--- src/hw/rtl/tftp_pkg.sv ---
// Shared types and codes for the TFTP read client control core.
// No dependencies; imported by every other file of the block.
package tftp_pkg;

    // Event kinds after classification by the front end
    localparam logic [2:0] CMD_START = 3'd0;
    localparam logic [2:0] CMD_DATA  = 3'd1;
    localparam logic [2:0] CMD_ERR   = 3'd2;
    localparam logic [2:0] CMD_OTHER = 3'd3;
    localparam logic [2:0] CMD_TICK  = 3'd4;
    localparam logic [2:0] CMD_FFAIL = 3'd5;
    localparam logic [2:0] CMD_NOP   = 3'd6;

    // Input request types
    localparam logic [1:0] REQ_START = 2'd0;
    localparam logic [1:0] REQ_PKT   = 2'd1;
    localparam logic [1:0] REQ_TICK  = 2'd2;
    localparam logic [1:0] REQ_FLASH = 2'd3;

    // Received opcodes
    localparam logic [15:0] OP_DATA    = 16'd3;
    localparam logic [15:0] OP_ERR_PKT = 16'd5;

    localparam logic [15:0] ERR_NOT_FOUND = 16'd1;
    localparam logic [10:0] FULL_LEN      = 11'd516;
    localparam logic [10:0] HDR_LEN       = 11'd4;
    localparam logic [10:0] MAX_PAYLOAD   = 11'd512;

    // Result actions
    localparam logic [1:0] ACT_RRQ   = 2'd0;
    localparam logic [1:0] ACT_ACK   = 2'd1;
    localparam logic [1:0] ACT_WRITE = 2'd2;
    localparam logic [1:0] ACT_FIN   = 2'd3;

    // Result codes
    localparam logic [2:0] RC_SUCCESS   = 3'd0;
    localparam logic [2:0] RC_FLASH_ERR = 3'd1;
    localparam logic [2:0] RC_NOT_FOUND = 3'd2;
    localparam logic [2:0] RC_SRV_DOWN  = 3'd3;
    localparam logic [2:0] RC_XFER_ERR  = 3'd4;

    // Configuration register indexes
    localparam logic CFG_TIMEOUT = 1'b0;
    localparam logic CFG_RETRY   = 1'b1;

    typedef struct packed {
        logic [2:0]  kind;
        logic [15:0] blk;
        logic [9:0]  wlen;
        logic        full;
        logic        ecode_one;
    } cmd_t;

    typedef struct packed {
        logic [1:0]  action;
        logic [15:0] ack_block;
        logic [9:0]  write_length;
        logic [2:0]  status_code;
        logic        busy_res;
        logic        last;
    } res_t;

    typedef struct packed {
        logic [15:0] timeout_ticks;
        logic [3:0]  retry_limit;
    } cfg_t;

endpackage

--- src/hw/rtl/tftp_read_client_fsm_top.sv ---
// Top level of the TFTP read client control core: config registers, front end,
// command queue and back end. Depends on tftp_pkg, tftp_front, tftp_queue, tftp_back.
// A result passes through the command queue and the back-end output register to m_tvalid.
// Throughput: one event per cycle while the queue has room; an event yielding two results
// holds the back end until its first result is taken; the command queue absorbs the gap.
// Reset: asynchronous, clears transfer state and queue; timeout_ticks = 300, retry_limit = 3.
module tftp_read_client_fsm_top #(
    parameter int QUEUE_DEPTH = 4
) (
    input  logic        clk,
    input  logic        rst_n,
    input  logic        s_tvalid,
    output logic        s_tready,
    // opcode[15:0], block_number[31:16], err_code[47:32],
    // datagram_length[58:48], flash_failed[59], zero[63:60]
    input  logic [63:0] s_tdata,
    // req_type[1:0]
    input  logic [1:0]  s_tuser,
    output logic        m_tvalid,
    input  logic        m_tready,
    // ack_block[15:0], write_length[25:16], status_code[28:26], busy_res[29], zero[31:30]
    output logic [31:0] m_tdata,
    // action[1:0]
    output logic [1:0]  m_tuser,
    output logic        m_tlast,
    input  logic        cfg_we,
    input  logic        cfg_index,
    input  logic [15:0] cfg_data
);
    import tftp_pkg::*;

    cfg_t cfg_reg;
    logic q_full, push, pop, head_valid;
    cmd_t push_cmd, head_cmd;
    res_t res;

    always_ff @(posedge clk or negedge rst_n)
    begin
        if (!rst_n)
        begin
            cfg_reg.timeout_ticks <= 16'd300;
            cfg_reg.retry_limit   <= 4'd3;
        end
        else if (cfg_we)
        begin
            unique case (cfg_index)
                CFG_TIMEOUT: cfg_reg.timeout_ticks <= cfg_data;
                CFG_RETRY:   cfg_reg.retry_limit   <= cfg_data[3:0];
                default:
                begin
                end
            endcase
        end
    end

    tftp_front u_front (
        .s_tvalid        (s_tvalid),
        .s_tready        (s_tready),
        .req_type        (s_tuser),
        .opcode          (s_tdata[15:0]),
        .block_number    (s_tdata[31:16]),
        .err_code        (s_tdata[47:32]),
        .datagram_length (s_tdata[58:48]),
        .flash_failed    (s_tdata[59]),
        .q_full          (q_full),
        .push            (push),
        .push_cmd        (push_cmd)
    );

    tftp_queue #(
        .DEPTH (QUEUE_DEPTH)
    ) u_queue (
        .clk        (clk),
        .rst_n      (rst_n),
        .push       (push),
        .push_cmd   (push_cmd),
        .pop        (pop),
        .head_valid (head_valid),
        .head_cmd   (head_cmd),
        .full       (q_full)
    );

    tftp_back u_back (
        .clk       (clk),
        .rst_n     (rst_n),
        .cfg       (cfg_reg),
        .cmd_valid (head_valid),
        .cmd       (head_cmd),
        .pop       (pop),
        .out_valid (m_tvalid),
        .out_ready (m_tready),
        .out_res   (res)
    );

    assign m_tuser = res.action;
    assign m_tlast = res.last;
    assign m_tdata = {2'b00, res.busy_res, res.status_code, res.write_length, res.ack_block};

endmodule

--- src/hw/rtl/tftp_front.sv ---
// Front end: accepts input transactions, classifies each event into a command.
// Depends on tftp_pkg; feeds tftp_queue.
module tftp_front (
    input  logic               s_tvalid,
    output logic               s_tready,
    input  logic [1:0]         req_type,
    input  logic [15:0]        opcode,
    input  logic [15:0]        block_number,
    input  logic [15:0]        err_code,
    input  logic [10:0]        datagram_length,
    input  logic               flash_failed,
    input  logic               q_full,
    output logic               push,
    output tftp_pkg::cmd_t     push_cmd
);
    import tftp_pkg::*;

    logic [10:0] payload;

    assign s_tready = !q_full;

    always_comb
    begin
        payload = datagram_length - HDR_LEN;
        push_cmd           = '0;
        push_cmd.blk       = block_number;
        push_cmd.full      = (datagram_length == FULL_LEN);
        push_cmd.ecode_one = (err_code == ERR_NOT_FOUND);
        if (datagram_length < HDR_LEN)
            push_cmd.wlen = '0;
        else if (payload > MAX_PAYLOAD)
            push_cmd.wlen = MAX_PAYLOAD[9:0];
        else
            push_cmd.wlen = payload[9:0];

        unique case (req_type)
            REQ_START: push_cmd.kind = CMD_START;
            REQ_PKT:
            begin
                if (opcode == OP_DATA)
                    push_cmd.kind = CMD_DATA;
                else if (opcode == OP_ERR_PKT)
                    push_cmd.kind = CMD_ERR;
                else
                    push_cmd.kind = CMD_OTHER;
            end
            REQ_TICK:  push_cmd.kind = CMD_TICK;
            REQ_FLASH: push_cmd.kind = flash_failed ? CMD_FFAIL : CMD_NOP;
            default:   push_cmd.kind = CMD_NOP;
        endcase
    end

    // a good flash status never changes anything, so it is dropped here
    assign push = s_tvalid && !q_full && (push_cmd.kind != CMD_NOP);

endmodule

--- src/hw/rtl/tftp_queue.sv ---
// Short command queue between the front end and the back end.
// Depends on tftp_pkg for the command type.
module tftp_queue #(
    parameter int DEPTH = 4
) (
    input  logic               clk,
    input  logic               rst_n,
    input  logic               push,
    input  tftp_pkg::cmd_t     push_cmd,
    input  logic               pop,
    output logic               head_valid,
    output tftp_pkg::cmd_t     head_cmd,
    output logic               full
);
    import tftp_pkg::*;

    localparam int PTR_W = (DEPTH > 1) ? $clog2(DEPTH) : 1;
    localparam int CNT_W = $clog2(DEPTH + 1);

    cmd_t             mem_reg [DEPTH];
    logic [PTR_W-1:0] wr_ptr_reg, wr_ptr_next;
    logic [PTR_W-1:0] rd_ptr_reg, rd_ptr_next;
    logic [CNT_W-1:0] count_reg, count_next;

    assign head_valid = (count_reg != '0);
    assign full       = (count_reg == CNT_W'(DEPTH));
    assign head_cmd   = mem_reg[rd_ptr_reg];

    always_comb
    begin
        wr_ptr_next = wr_ptr_reg;
        rd_ptr_next = rd_ptr_reg;
        count_next  = count_reg;
        if (push)
            wr_ptr_next = (wr_ptr_reg == PTR_W'(DEPTH - 1)) ? '0 : wr_ptr_reg + 1'b1;
        if (pop)
            rd_ptr_next = (rd_ptr_reg == PTR_W'(DEPTH - 1)) ? '0 : rd_ptr_reg + 1'b1;
        if (push && !pop)
            count_next = count_reg + 1'b1;
        else if (pop && !push)
            count_next = count_reg - 1'b1;
    end

    always_ff @(posedge clk or negedge rst_n)
    begin
        if (!rst_n)
        begin
            wr_ptr_reg <= '0;
            rd_ptr_reg <= '0;
            count_reg  <= '0;
        end
        else
        begin
            wr_ptr_reg <= wr_ptr_next;
            rd_ptr_reg <= rd_ptr_next;
            count_reg  <= count_next;
        end
    end

    always_ff @(posedge clk)
    begin
        if (push)
            mem_reg[wr_ptr_reg] <= push_cmd;
    end

endmodule

--- src/hw/rtl/tftp_back.sv ---
// Back end: transfer state machine, executes queued commands and emits results
// through an output register with one overflow slot. Depends on tftp_pkg.
module tftp_back (
    input  logic               clk,
    input  logic               rst_n,
    input  tftp_pkg::cfg_t     cfg,
    input  logic               cmd_valid,
    input  tftp_pkg::cmd_t     cmd,
    output logic               pop,
    output logic               out_valid,
    input  logic               out_ready,
    output tftp_pkg::res_t     out_res
);
    import tftp_pkg::*;

    localparam logic [1:0] PH_IDLE   = 2'd0;
    localparam logic [1:0] PH_REQ    = 2'd1;
    localparam logic [1:0] PH_DATA   = 2'd2;
    localparam logic [1:0] PH_LINGER = 2'd3;

    logic [1:0]  phase_reg, phase_next;
    logic [15:0] last_block_reg, last_block_next;
    logic [15:0] tick_reg, tick_next;
    logic [3:0]  retries_reg, retries_next;
    logic [7:0]  fec_reg, fec_next;

    logic        out_valid_reg;
    res_t        out_res_reg;
    logic        pend_valid_reg;
    res_t        pend_res_reg;

    res_t        r0, r1;
    logic [1:0]  n_res;
    logic        expired;
    logic        out_fire;

    function automatic res_t mk_res(logic [1:0] act, logic [15:0] blk,
                                    logic [9:0] wlen, logic [2:0] rc);
        res_t r;
        r.action       = act;
        r.ack_block    = blk;
        r.write_length = wlen;
        r.status_code  = rc;
        r.busy_res     = (act != ACT_FIN);
        r.last         = 1'b0;
        return r;
    endfunction

    assign out_fire  = out_valid_reg && out_ready;
    assign pop       = cmd_valid && !pend_valid_reg && (!out_valid_reg || out_ready);
    assign out_valid = out_valid_reg;
    assign out_res   = out_res_reg;
    assign expired   = ({1'b0, tick_reg} + 17'd1) >= {1'b0, cfg.timeout_ticks};

    always_comb
    begin
        phase_next      = phase_reg;
        last_block_next = last_block_reg;
        tick_next       = tick_reg;
        retries_next    = retries_reg;
        fec_next        = fec_reg;
        r0              = '0;
        r1              = '0;
        n_res           = 2'd0;

        unique case (cmd.kind)
            CMD_START:
            begin
                if (phase_reg == PH_IDLE)
                begin
                    phase_next      = PH_REQ;
                    last_block_next = '0;
                    fec_next        = '0;
                    tick_next       = '0;
                    retries_next    = cfg.retry_limit;
                    r0              = mk_res(ACT_RRQ, '0, '0, RC_SUCCESS);
                    n_res           = 2'd1;
                end
            end
            CMD_DATA:
            begin
                if (phase_reg == PH_REQ || phase_reg == PH_DATA)
                begin
                    // the first block is written whatever its number
                    if (phase_reg == PH_REQ || cmd.blk != last_block_reg)
                    begin
                        r0    = mk_res(ACT_WRITE, '0, cmd.wlen, RC_SUCCESS);
                        r1    = mk_res(ACT_ACK, cmd.blk, '0, RC_SUCCESS);
                        n_res = 2'd2;
                    end
                    else
                    begin
                        r0    = mk_res(ACT_ACK, cmd.blk, '0, RC_SUCCESS);
                        n_res = 2'd1;
                    end
                    last_block_next = cmd.blk;
                    tick_next       = '0;
                    if (cmd.full)
                    begin
                        phase_next   = PH_DATA;
                        retries_next = cfg.retry_limit;
                    end
                    else
                        phase_next = PH_LINGER;
                end
            end
            CMD_ERR, CMD_OTHER:
            begin
                if (phase_reg == PH_REQ || phase_reg == PH_DATA)
                begin
                    phase_next = PH_IDLE;
                    tick_next  = '0;
                    n_res      = 2'd1;
                    if (phase_reg == PH_DATA)
                        r0 = mk_res(ACT_FIN, '0, '0, RC_XFER_ERR);
                    else if (cmd.kind == CMD_ERR && cmd.ecode_one)
                        r0 = mk_res(ACT_FIN, '0, '0, RC_NOT_FOUND);
                    else
                        r0 = mk_res(ACT_FIN, '0, '0, RC_SRV_DOWN);
                end
            end
            CMD_TICK:
            begin
                if (phase_reg != PH_IDLE)
                begin
                    if (!expired)
                        tick_next = tick_reg + 16'd1;
                    else if (phase_reg == PH_LINGER)
                    begin
                        phase_next = PH_IDLE;
                        tick_next  = '0;
                        r0 = mk_res(ACT_FIN, '0, '0,
                                    (fec_reg != '0) ? RC_FLASH_ERR : RC_SUCCESS);
                        n_res = 2'd1;
                    end
                    else if (retries_reg <= 4'd1)
                    begin
                        phase_next = PH_IDLE;
                        tick_next  = '0;
                        r0 = mk_res(ACT_FIN, '0, '0,
                                    (phase_reg == PH_REQ) ? RC_SRV_DOWN : RC_XFER_ERR);
                        n_res = 2'd1;
                    end
                    else
                    begin
                        retries_next = retries_reg - 4'd1;
                        tick_next    = '0;
                        n_res        = 2'd1;
                        if (phase_reg == PH_REQ)
                            r0 = mk_res(ACT_RRQ, '0, '0, RC_SUCCESS);
                        else
                            r0 = mk_res(ACT_ACK, last_block_reg, '0, RC_SUCCESS);
                    end
                end
            end
            CMD_FFAIL:
            begin
                if (phase_reg != PH_IDLE && fec_reg != 8'hFF)
                    fec_next = fec_reg + 8'd1;
            end
            default:
            begin
            end
        endcase

        if (n_res == 2'd1)
            r0.last = 1'b1;
        if (n_res == 2'd2)
            r1.last = 1'b1;
    end

    always_ff @(posedge clk or negedge rst_n)
    begin
        if (!rst_n)
        begin
            phase_reg      <= PH_IDLE;
            last_block_reg <= '0;
            tick_reg       <= '0;
            retries_reg    <= '0;
            fec_reg        <= '0;
            out_valid_reg  <= 1'b0;
            pend_valid_reg <= 1'b0;
        end
        else
        begin
            if (pop)
            begin
                phase_reg      <= phase_next;
                last_block_reg <= last_block_next;
                tick_reg       <= tick_next;
                retries_reg    <= retries_next;
                fec_reg        <= fec_next;
            end
            if (pop && n_res != 2'd0)
            begin
                out_valid_reg  <= 1'b1;
                pend_valid_reg <= (n_res == 2'd2);
            end
            else if (out_fire)
            begin
                out_valid_reg  <= pend_valid_reg;
                pend_valid_reg <= 1'b0;
            end
        end
    end

    // payload registers
    always_ff @(posedge clk)
    begin
        if (pop && n_res != 2'd0)
        begin
            out_res_reg  <= r0;
            pend_res_reg <= r1;
        end
        else if (out_fire)
            out_res_reg <= pend_res_reg;
    end

endmodule

--- config.mk ---
export PLATFORM = sky130hd
export DESIGN_NAME = tftp_read_client_fsm_top
export DESIGN_NICKNAME = d
export VERILOG_FILES = /design/src/hw/rtl/tftp_pkg.sv /design/src/hw/rtl/tftp_read_client_fsm_top.sv /design/src/hw/rtl/tftp_front.sv /design/src/hw/rtl/tftp_queue.sv /design/src/hw/rtl/tftp_back.sv
export SDC_FILE = /design/constraint.sdc
export NUM_CORES = 1
export LEC_CHECK = 0
export BUFFER_PORTS_ARGS = -buffer_cell sky130_fd_sc_hd__clkbuf_2
export CAP_MARGIN = 20
export CORE_ASPECT_RATIO = 0.7
export CORE_UTILIZATION = 59
export DETAILED_ROUTE_END_ITERATION = 12
export HOLD_SLACK_MARGIN = 0.1
export PLACE_DENSITY = 0.9
export SYNTH_ARGS = -nofsm -noshare
export SYNTH_HDL_FRONTEND = slang
export SYNTH_HIERARCHICAL = 1
export SYNTH_SLANG_ARGS = --single-unit
--- constraint.sdc ---
create_clock -name clk -period 5.51 [get_ports clk]
set_input_delay 0.8265 -clock clk [delete_from_list [all_inputs] [get_ports clk]]
set_output_delay 0.8265 -clock clk [all_outputs]
set_load 0.01 [all_outputs]
======== Word-level counts from Yosys, hierarchy flattened ========
Memories as Yosys holds them, arrays and structs flattened.
Cells that the tools add are included.
storage, ports and cells
  memories kept ........................... 1
  bits in writable memories ............... 124
  output and inout port bits .............. 37
  logic and storage cells ................. 186
  register bits after elaboration ......... 140
  input bits .............................. 88
cells by class
  bitwise operators ....................... 1
  multiplexer cells ....................... 70
  equality and inequality tests ........... 34
  $add $sub $neg .......................... 9
  $lt $le $gt $ge ......................... 4
  reductions and logical operators ........ 43
memories
  memory           depth  bits a word  rd ports  clocked after memory_dff  wr ports  line              source
  u_queue.mem_reg  4      31           1         0                         1         tftp_queue.sv:20  cmd_t mem_reg [DEPTH];
operators with widths
  cell                                            number
  two-way mux 33 bit                              10
  case mux 33 bit (4 select lines)                1
  two-way mux 16 bit                              5
  two-way mux 32 bit                              2
  case mux 16 bit (3 select lines)                1
  case mux 16 bit (2 select lines)                1
  two-way mux 2 bit                               14
  two-way mux 4 bit                               7
  two-way mux 10 bit                              2
  adder 16 x 1 -> 17 bit, second input constant   1
  >= comparator 17 x 16 -> 1 bit                  1
  adder 16 x 1 -> 16 bit, second input constant   1
  == test 16 x 1 -> 1 bit, second input constant  1
  == test 16 x 2 -> 1 bit, second input constant  1
  == test 16 x 3 -> 1 bit, second input constant  1
  two-way mux 8 bit                               2
  != test 16 bit                                  1
  case mux 2 bit (4 select lines)                 2
  case mux 8 bit (2 select lines)                 1
  two-way mux 1 bit                               15
  two-way mux 3 bit                               5
  == test 2 bit, second input constant            7
  != test 2 x 1 -> 1 bit, second input constant   7
  case mux 3 bit (4 select lines)                 1
  other kinds (37)                                71

======== Logic depth before layout (Yosys ltp) ========
Gate-level depths: netlist (run 1).
  depth in word-level cells ............... 10
  mapped depth ............................ 14
  gate-level depth less buffers ........... 12

======== By module ========
Netlist (run 1), hierarchy kept.
by module, submodules not included
  module                    sequential area each (um^2)  area each (um^2)  times used  cells each
  tftp_back                 2732.6                       5517.8            1           531
  tftp_queue                3898.7                       4932.2            1           199
  tftp_read_client_fsm_top  508.0                        838.3             1           47
  tftp_front                0.0                          669.4             1           90

======== Worst setup path before layout (run 1) ========
No wires, ideal clock.
  kind .................................... flip-flop to flip-flop
  start ................................... reg u_back.tick_reg[0]
  end ..................................... reg u_back.out_res_reg (netlist bit u_back/out_res[0]), enable pin
  data arrival time ....................... 3.502 ns
  setup time .............................. 0.395 ns
  clock period less this slack ............ 3.898 ns
  required time ........................... 5.115 ns
  stages on the path, launching flop included .. 13
  slack ................................... 1.612 ns
  path buffers ............................ 1
  cells stage by stage .................... dfrtp_1 ha_1 and3_1 nand3_1 xnor2_1 ha_1 nand4_2 nor3_2 a2111oi_0 or4b_1 buf_2 a21oi_4 nand2b_1
between the ends
  cells in the longest elaborated chain, start to end .. 8
RTL lines
  item                                 line              source
  from (decl)                          tftp_back.sv:23   logic [15:0] tick_reg, tick_next;
  from (signal assigned)               tftp_back.sv:190  tick_reg <= tick_next;
  adder 16 x 1 -> 17 bit               tftp_back.sv:53   assign expired = ({1'b0, tick_reg} + 17'd1) >= {1'b0, cfg.timeout_ticks};
  >= comparator 17 x 16 -> 1 bit       tftp_back.sv:53
  two-way mux 1 bit                    tftp_back.sv:126  if (!expired)
  two-way mux 2 bit                    tftp_back.sv:124  if (phase_reg != PH_IDLE)
  case mux 2 bit (4 select lines)      tftp_back.sv:66   unique case (cmd.kind)
  nonzero test 2 bit                   tftp_back.sv:210  if (pop && n_res != 2'd0)
  logical AND 1 bit                    tftp_back.sv:210
  nonzero test 2 bit (no source line)  -
  to (signal assigned)                 tftp_back.sv:212  out_res_reg <= r0;
  to (signal assigned)                 tftp_back.sv:216  out_res_reg <= pend_res_reg;
  to (decl)                            tftp_back.sv:28   res_t out_res_reg;
Every way passes these cells.
A chain may end at the register's enable or synchronous reset.

======== Final worst setup path (run 1) ========
  start ................................... reg u_back.tick_reg[0]
  end ..................................... reg u_back.out_res_reg (netlist bit u_back/out_res[20]), enable pin
The elaborated chain is that of the path after synthesis.

==> results of run 1 <==
==> worst max-delay path, stage by stage (launching register included) <==
cell	delay [ns]
dfrtp_1	0.45
ha_1	0.29
and3_1	0.31
nand3_1	0.14
xnor2_1	0.22
ha_1	0.29
a211oi_1	0.24
nor2_1	0.07
a2111oi_0	0.64
or4b_1	0.42
a21oi_4	0.08
nand2b_2	0.68
==> area by class of cell <==
class	count	area [um2]
Antenna cell	1	2.50
Clock buffer	31	648
Clock inverter	14	75.1
Fill cell	1292	6540
Inverter	36	135
Multi-Input combinational cell	527	4320
Sequential cell	250	7140
Tap cell	270	338
Timing Repair Buffer	126	653
==> cells in the mapped netlist (6+ instances only) <==
| cell type | n |
|---|---|
| nand2_1 | 42 |
| edfxtp_1 | 175 |
| or3_1 | 7 |
| mux4_2 | 28 |
| nor2_1 | 43 |
| nand3_1 | 19 |
| buf_2 | 11 |
| mux2_2 | 13 |
| ha_1 | 34 |
| a22oi_1 | 16 |
| dfrtp_1 | 69 |
| and3_1 | 16 |
| mux2_4 | 10 |
| dfstp_2 | 6 |
| a211oi_1 | 7 |
| a21oi_2 | 9 |
| nor4_1 | 14 |
| a21o_1 | 14 |
| nand2b_1 | 13 |
| xor2_1 | 22 |
| buf_4 | 18 |
| clkbuf_1 | 16 |
| inv_1 | 36 |
| o21ai_0 | 26 |
| nor3_1 | 7 |
| nor2b_1 | 8 |
| a21oi_1 | 29 |
| xnor2_1 | 18 |
| nand4_1 | 13 |
| and2_1 | 27 |
| a22o_1 | 18 |
==> cell families (layout without fill, tap and decap cells) <==
kind of cell    after synthesis  in the layout  synth area share [%]
mux                          55             55                  8.51
simple gates                241            241                  11.5
compound gates              154            154                  9.24
fa+ha+maj                    35             35                  3.73
xor+xnor                     40             40                  2.93
flops                       250            250                  59.7
buf+inv                      91            207                  4.34
other cells                   1              3                0.0314
==> path summary, 6_finish.rpt <==
check | start | end | slack (ns) | depth (start not counted)
min reg2reg | u_queue/count_reg[2] | u_queue/count_reg[2] | 0.47 | 1
max reg2reg | u_back/tick_reg[0] | u_back/out_res[20] | 1.17 | 11
max | u_back/tick_reg[0] | u_back/out_res[20] | 1.17 | 11
max in group asynchronous | rst_n | u_queue/rd_ptr_reg[0] | 4.37 | 1
min | rst_n | cfg_reg[11] | 0.47 | 1
min in group clk | u_queue/count_reg[2] | u_queue/count_reg[2] | 0.47 | 1
==> per-stage QoR <==
step / utilization (%) / setup slack [ns] / instances / power, W
after floorplan: - / 1.61 / 868 / 0.00429
after global placement: 63.4 / 1.42 / 1208 / 0.00470
after detailed placement: 63.4 / 1.28 / 1208 / 0.00482
after CTS: 67.0 / 1.25 / 1253 / 0.00638
after global routing: 67.0 / 0.841 / 1254 / 0.00671
final: 67.1 / 1.17 / 1255 / 0.00641
==> routing by layer <==
| metal | wire, um | GRT usage [%] | vias up |
|---|---|---|---|
| met2 | 11700 | 38.7 | 402 |
| li1 | - | - | 3454 |
| met1 | 10800 | 36.2 | 3721 |
| met3 | 1940 | 4.70 | 78 |
| met5 | 13 | 0 | - |
| met4 | 778 | 7.74 | 2 |
==> power groups by stage <==
stage / Sequential [W] / Clock, W / Combinational (W)
after floorplan: 0.00270 / 0 / 0.00158
after global placement: 0.00277 / 0 / 0.00192
after detailed placement: 0.00280 / 0 / 0.00201
after CTS: 0.00278 / 0.00154 / 0.00206
after global routing: 0.00283 / 0.00162 / 0.00226
final: 0.00279 / 0.00152 / 0.00210
==> run summary, run 1 <==
Drt drc: 0
Post-synth cell types: 80
Initial Utilization: 60.2%
Clock Pin Slew Worst Setup and Hold Paths: 0.06 ns
Final hold viol count: 0
HPWL Detailed: 16100 um
Placer Congestion: 0.869
I/O Pins: 125
Worst min-delay path category: in -> async
Setup bufs post-CTS: 0
Final Cell Area: 0.0133 mm2
Top-area cell type share of the netlist area: 43.9%
Clock tree buffer depth: 3
Final period utilization: 78.8%
First-pass detailed-route iteration total: 5
Layout cells sized above 1: 25.8%
Crit path DAT: 4.38 ns
Post-synthesis sequential area ratio: 59.7%
Syn Std Cell Area: 0.0120 mm2
Max transition margin: 30.1%
Layout Nets: 1089
CTS tree: done
Die ar.: 0.0208 mm2
Yosys reg bits: 250
Switching fraction of total power: 34.8%
Worst skew pair latency: 0.52 ns
Cell-internal power: 0.00418 W
Vias post-DR: 7657
Htree depth: 1
Setup TNS: 0 ns
Endpoints failing setup: 0
Pins Over Slew Limit: 0
Area leader, netlist: edfxtp_1
Max Fclk: 0.230 GHz
Synth area leaders: edfxtp_1, dfrtp_1, mux4_2, ha_1, xor2_1
Row count: 43
Leakage: 5.25 nW
Yosys warns: 6
First-pass GRT wire length: 39800 um
Worst hold slack: 0.469 ns
Horiz. Die Dim: 172 um
Root Driver: clkbuf_16
Max-cap viol count: 0
Logic pwr share: 32.8%
Initial antenna violation count: 2
Max reg flops: 124
Syn avg cell area: 13.8 um2
Critical Path Fanout Max: 33
Initial DRC Count: 775
Slew of the pin with the lowest slew margin: 1.04 ns
Ys async rst share: 30.0%
Post-CTS sizing: 0
Number of flops mapped to enable cells by yosys: 175
Pin count of the biggest net entering global routing: 76
Total GRT Usage: 25.0%
DRT antenna net count: 0
Required @ worst endpoint: 5.54 ns
Dpl cell area: 0.0126 mm2
Area Growth Syn to Fin: 11.3%
DR WL/cell: 20.1 um
Die Y: 121 um
WL final: 25200 um
TritonCTS Buffers: 25
CTS sink cnt: 250
Path type of the worst setup path: reg -> reg
Port bufs: 118
Hold buffer count at cts: 0
Most used DFF post-synth: edfxtp_1
Total grt overflow: 0
RSZ-0062 raised after global routing: false
Commonest non-fill, non-tap cell in the layout: edfxtp_1
Post-layout min period: 4.34 ns
Peak VDD IR: 0.298 mV
Outcome: finished, final reports clean
Flop pwr share: 43.5%
Vias in the first global route: 7438
Clock share of power: 23.7%
Core area: 0.0199 mm2
Power density cells: 481 mW/mm2
Switching power: 0.00223 W
Crit start category: flip-flop
Mapped Cells: 867
Commonest cells after routing, fill and taps aside: edfxtp_1, clkbuf_2, dfrtp_1
Worst Skew: 0.0127 ns
Vias per cell: 6.10
Critical Path Sink Type: flip-flop
No activity file was read; power rests on OpenSTA's default activity.
==> inputs of run 2 (changes only) <==
Clock period 5.51 ns to 4.2 ns, I/O delays scaled along.
==> run 2 against run 1 <==
Against the previous run:
- routed wire length grew 0.71%
- power grew 37%
- die area is the same
- sequential share of layout area shrank 0.87 points
- clock-buffer cell count grew 3
- flip-flop and latch count is the same
- clock skew grew 0.00089 ns
- clock power grew 54%
- utilization grew 1.1 points
- critical path depth is the same
- setup slack lost 0.87 ns
- critical path type unchanged
==> run summary, run 2 (synthesis gave the netlist of run 1 again) <==
Outcome: finished, final reports clean
Crit-path max cell delay: 0.71 ns (+0.03 ns)
WP buf/inv: 1 (+1)
Max Fclk: 0.256 GHz (+11%)
Max transition margin: 34.3% (+4.2 points)
Cells along the critical path: ha_1 > and3_1 > nand4_2 > o21ai_0 > nand2_1 > ha_1 > nand3_1 > or4b_1 > a21oi_4 > nand2b_2 > buf_12
Commonest cells after routing, fill and taps aside: edfxtp_1, clkbuf_2, dfrtp_1
# fillers: 1276 (-1.2%)
Setup TNS: 0 ns (unchanged)
Pins Over Slew Limit: 0 (unchanged)
Leakage: 5.37 nW (+2.3%)
TritonCTS Buffers: 24 (-4.0%)
Vias per cell: 6.11 (+0.12%)
Dpl cells: 1216 (+0.66%)
Slowest-stage cell, CP: or4b_1
Layout cells sized above 1: 26.6% (+0.75 points)
Placer Congestion: 0.881 (+1.3%)
Final period utilization: 93.0% (+14 points)
Port bufs: 118 (unchanged)
Die Y: 121 um (unchanged)
Setup bufs post-CTS: 0 (unchanged)
RSZ-0062 raised after global routing: false
Initial antenna violation count: 2 (unchanged)
First-pass GRT wire length: 40200 um (+0.90%)
Pin count of the biggest net entering global routing: 76 (unchanged)
Root Driver: clkbuf_16
Post-layout min period: 3.90 ns (-0.439 ns)
Vias post-DR: 7697 (+0.52%)
Endpoints failing setup: 0 (unchanged)
I/O Pins: 125 (unchanged)
Total GRT Usage: 25.4% (+0.35 points)
CTS tree: done
Drt drc: 0 (unchanged)
Hold buffer count at cts: 0 (unchanged)
Antenna diodes: 0 (-1)
WL final: 25400 um (+0.71%)
Crit path DAT: 4.11 ns (-0.27 ns)
Max reg flops: 124 (unchanged)
Critical Path Fanout Max: 33 (unchanged)
Worst Skew: 0.0136 ns (+0.000891 ns)
Power density cells: 651 mW/mm2 (+35%)
Post-CTS sizing: 0 (unchanged)
Post-Layout Cell Count: 1260 (+0.40%)
Area Growth Syn to Fin: 13.2%
Clock tree buffer depth: 3 (unchanged)
First-pass detailed-route iteration total: 7 (+2)
Htree depth: 1 (unchanged)
DR WL/cell: 20.2 um (+0.31%)
Die ar.: 0.0208 mm2 (unchanged)
Core area: 0.0199 mm2 (unchanged)
Row count: 43 (unchanged)
Peak VDD IR: 0.445 mV (+50%)
Final hold viol count: 0 (unchanged)
Slew of the pin with the lowest slew margin: 0.986 ns (-0.0538 ns)
Path type of the worst setup path: reg -> reg
Worst min-delay path category: in -> async
Top delay family on crit path: simple AND/OR/NAND/NOR gates
DRT antenna net count: 0 (unchanged)
Commonest non-fill, non-tap cell in the layout: edfxtp_1
CTS sink cnt: 250 (unchanged)
Crit start category: flip-flop
Most frequent CP cell: ha_1
Worst skew pair latency: 0.52 ns (about the same)
Layout Nets: 1095 (+0.55%)
Horiz. Die Dim: 172 um (unchanged)
Max-cap viol count: 0 (unchanged)
Initial DRC Count: 731 (-5.7%)
Total grt overflow: 0 (unchanged)
Initial Utilization: 60.2% (unchanged)
Vias in the first global route: 7627 (+2.5%)
Clock Pin Slew Worst Setup and Hold Paths: 0.06 ns (about the same)
Required @ worst endpoint: 4.40 ns (-1.14 ns)
HPWL Detailed: 16600 um (+3.1%)
Critical Path Sink Type: flip-flop
==> run 2: final cells by class <==
class | count | area, um2 | share of cell area, %
clock buffers | 34 | 689 | 5.10
clock inverters | 10 | 171 | 1.27
inverters | 36 | 135 | 0.999
multi-input cells | 527 | 4330 | 32.0
flip-flops and latches | 250 | 7140 | 52.8
well taps | 270 | 338 | 2.50
repair buffers | 133 | 731 | 5.40
==> run 2: final timing paths <==
path                                 startpoint                     end  slack [ns]  cells past startpoint
max                          u_back/tick_reg[0]       u_back/out_res[6]        0.30                     11
min in group clk                    s_tdata[20]  u_queue/mem_reg[0][16]        0.33                      1
min reg2reg                u_queue/count_reg[2]    u_queue/count_reg[2]        0.49                      1
max reg2reg                  u_back/tick_reg[0]       u_back/out_res[6]        0.30                     11
min                                       rst_n             cfg_reg[11]        0.28                      1
max in group asynchronous                 rst_n   u_queue/rd_ptr_reg[0]        3.23                      1
==> run 2: worst reg2reg max path, stage by stage (launching register included) <==
cell and delay, ns:
dfrtp_1 0.44, ha_1 0.27, and3_1 0.30, nand4_2 0.25, o21ai_0 0.31, nand2_1 0.09, ha_1 0.34, nand3_1 0.13
or4b_1 0.71, a21oi_4 0.30, nand2b_2 0.20, buf_12 0.23
==> run 2: through the flow <==
| stage | worst slack (ns) | instance area [um2] | hold WS [ns] | power [W] | util (%) |
|---|---|---|---|---|---|
| floorplan | 0.302 | 12000 | 0.334 | 0.00562 | - |
| global placement | 0.467 | 12700 | 0.464 | 0.00622 | 63.8 |
| detailed placement | 0.356 | 12700 | 0.483 | 0.00639 | 63.8 |
| CTS | 0.322 | 13500 | 0.310 | 0.00879 | 68.1 |
| global route | 0.0412 | 13500 | 0.330 | 0.00923 | 68.2 |
| finish | 0.295 | 13500 | 0.282 | 0.00881 | 68.2 |
==> run 2: power by group <==
group | total (W) | internal [W] | switching (W)
Sequential | 0.00361 | 0.00327 | 0.000343
Combinational | 0.00285 | 0.00116 | 0.00169
Clock | 0.00234 | 0.00145 | 0.000892
Total | 0.00881 | 0.00588 | 0.00293
==> run 2: per-layer routing <==
layer | track usage, % | share of wire (%) | vias up | wire (um)
li1 | - | - | 3451 | -
met1 | 35.6 | 41 | 3749 | 10500
met2 | 39.8 | 47 | 429 | 11900
met3 | 5.32 | 9.2 | 64 | 2330
met4 | 8.19 | 2.5 | 4 | 634
met5 | 0 | 0.10 | - | 26
==> inputs of run 3 (changes only) <==
Settings changed: CORE_UTILIZATION 59 to 40, PLACE_DENSITY 0.9 to not set, PLACE_DENSITY_LB_ADDON set to 0.2.
==> run 3 against run 2 <==
Against the previous run:
- non-clock buffer count grew 8
- cell area up 1.8%
- first-iteration DRC count is 31% lower
- die area rose by 47%
- register-to-register slack barely moved
- via count decreased by 5.3%
- power fell by 0.40%
- final cell count up 9.6%
- critical path depth rose by 2
- highest routed layer unchanged
- maximum frequency increased by 0.18%
- clock-buffer cell count unchanged
==> run summary, run 3 (synthesis gave the netlist of run 1 again) <==
Slew of the pin with the lowest slew margin: 1.01 ns (+0.0198 ns)
Pin count of the biggest net entering global routing: 57 (-25%)
Worst hold slack: 0.162 ns (-0.120 ns)
Peak VDD IR: 0.320 mV (-28%)
First-pass GRT wire length: 39900 um (-0.81%)
Leakage: 5.40 nW (+0.63%)
I/O Pins: 125 (unchanged)
Crit-path max cell delay: 0.64 ns (-0.07 ns)
Dpl cell area: 0.0129 mm2 (+1.6%)
Clock tree buffer depth: 3 (unchanged)
Clock Pin Slew Worst Setup and Hold Paths: 0.07 ns (about the same)
Slowest-stage cell, CP: or4b_1
Vias in the first global route: 7241 (-5.1%)
Vias per cell: 5.28 (-14%)
Horiz. Die Dim: 209 um (+21%)
Area Growth Syn to Fin: 15.2%
Outcome: finished, final reports clean
Total GRT Usage: 16.6% (-8.8 points)
Power density cells: 637 mW/mm2 (-2.1%)
Vias post-DR: 7288 (-5.3%)
First-pass detailed-route iteration total: 5 (-2)
Port bufs: 118 (unchanged)
Initial Utilization: 41.0% (-19 points)
Die Y: 147 um (+21%)
Commonest non-fill, non-tap cell in the layout: edfxtp_1
Pins Over Slew Limit: 0 (unchanged)
RSZ-0062 raised after global routing: false
Layout Nets: 1105 (+0.91%)
WL final: 24800 um (-2.5%)
CTS tree: done
Commonest cells after routing, fill and taps aside: edfxtp_1, clkbuf_2, dfrtp_1
Crit path DAT: 4.11 ns (about the same)
# fillers: 2636 (+110%)
TritonCTS Buffers: 26 (+8.3%)
Endpoints failing setup: 0 (unchanged)
Max-cap viol count: 0 (unchanged)
Max reg flops: 124 (unchanged)
Max Fclk: 0.257 GHz (+0.18%)
HPWL Detailed: 16800 um (+1.3%)
Worst min-delay path category: in -> async
Root Driver: clkbuf_16
DR WL/cell: 17.9 um (-11%)
Final period utilization: 92.8% (-0.16 points)
Critical Path Sink Type: flip-flop
Final Cell Area: 0.0138 mm2 (+1.8%)
Crit start category: flip-flop
Initial antenna violation count: 2 (unchanged)
Total grt overflow: 0 (unchanged)
Cells along the critical path: ha_1 > and3_1 > nand2_1 > xnor2_1 > ha_1 > nand4_2 > nor3_2 > a2111oi_1 > or4b_1 > buf_4 > a21oi_4 > nand2b_2 > buf_12
Drt drc: 0 (unchanged)
Htree depth: 1 (unchanged)
Die ar.: 0.0306 mm2 (+47%)
Required @ worst endpoint: 4.41 ns (about the same)
Max transition margin: 32.3% (-1.9 points)
Worst Skew: 0.0108 ns (-0.00284 ns)
Placer Congestion: 0.835 (-5.2%)
Final hold viol count: 0 (unchanged)
Path type of the worst setup path: reg -> reg
Post-layout min period: 3.90 ns (-0.00690 ns)
DRT antenna net count: 0 (unchanged)
Core area: 0.0291 mm2 (+47%)
Setup TNS: 0 ns (unchanged)
Most frequent CP cell: ha_1
Row count: 52 (+21%)
Layout cells sized above 1: 27.0% (+0.48 points)
Critical Path Fanout Max: 33 (unchanged)
Worst skew pair latency: 0.53 ns (about the same)
CTS sink cnt: 250 (unchanged)
Initial DRC Count: 505 (-31%)
## run 3: cell count changes in the layout (fill, tap and decap cells not counted), moves of 2 or more
cell,change
buf_4,+5
and2_1,+4
and2_2,-4
clkinvlp_4,+4
buf_12,+3
clkbuf_8,-3
clkbuf_1,+2
clkinv_1,-2
## run 3: through the flow
| step | worst slack, ns | power, W | utilization, % | std cells |
|---|---|---|---|---|
| 2_1_floorplan | 0.302 | 0.00562 | - | 868 |
| 3_3_place_gp | 0.279 | 0.00643 | 44.2 | 1331 |
| 3_5_place_dp | 0.255 | 0.00647 | 44.2 | 1331 |
| 4_1_cts | 0.230 | 0.00886 | 47.2 | 1379 |
| 5_1_grt | 0.0448 | 0.00928 | 47.2 | 1380 |
| 6_report | 0.302 | 0.00877 | 47.2 | 1381 |
## run 3: final timing paths
kind                                           start                endpoint  slack (ns)  cells after the start
worst max-delay path              u_back/tick_reg[0]       u_back/out_res[4]        0.30                     13
worst max register to register    u_back/tick_reg[0]       u_back/out_res[4]        0.30                     13
worst min register to register  u_queue/count_reg[2]    u_queue/count_reg[2]        0.49                      1
worst min-delay path                           rst_n              cfg_reg[8]        0.16                      1
max in group asynchronous                      rst_n              cfg_reg[9]        3.23                      2
min in group clk                         s_tdata[22]  u_queue/mem_reg[2][18]        0.32                      1
## run 3: cell type report
class                      count  area, um2  share of cell area (%)
sequential                   250       7140                    51.9
multi-input combinational    527       4320                    31.3
timing repair buffer         141        828                    6.02
clock buffer                  34        681                    4.94
tap                          378        473                    3.43
clock inverter                14        194                    1.41
inverter                      36        135                   0.981
antenna                        1       2.50                  0.0182
## run 3: metal layers
metal	global-route usage, %	vias up	share of wire [%]
met5	0	-	0.052
met4	3.97	2	2.2
li1	-	3491	-
met1	25.9	3546	51
met3	3.36	38	6.2
met2	23.3	211	40
## run 3: timing repair
action	CTS	global route
hold buffers	0	0
endpoints found under the setup margin	0	53
endpoints found under the hold margin	0	0
gates resized for setup	0	1
setup buffers	0	1
## run 3: report_power, final
group | internal (W) | switching, W
clock | 0.00140 | 0.000961
sequential | 0.00327 | 0.000291
combinational | 0.00118 | 0.00167
total | 0.00585 | 0.00292
## run 3: worst max-delay path, delay by kind of cell (launching register included)
family	cells	cell delay [ns]
xor gates and xnor gates	1	0.18
buffers and inverters	2	0.46
adders and majority gates	2	0.53
DFF	1	0.42
and+or+nand+nor	6	1.59
AOI/OAI and AO/OA	2	0.37
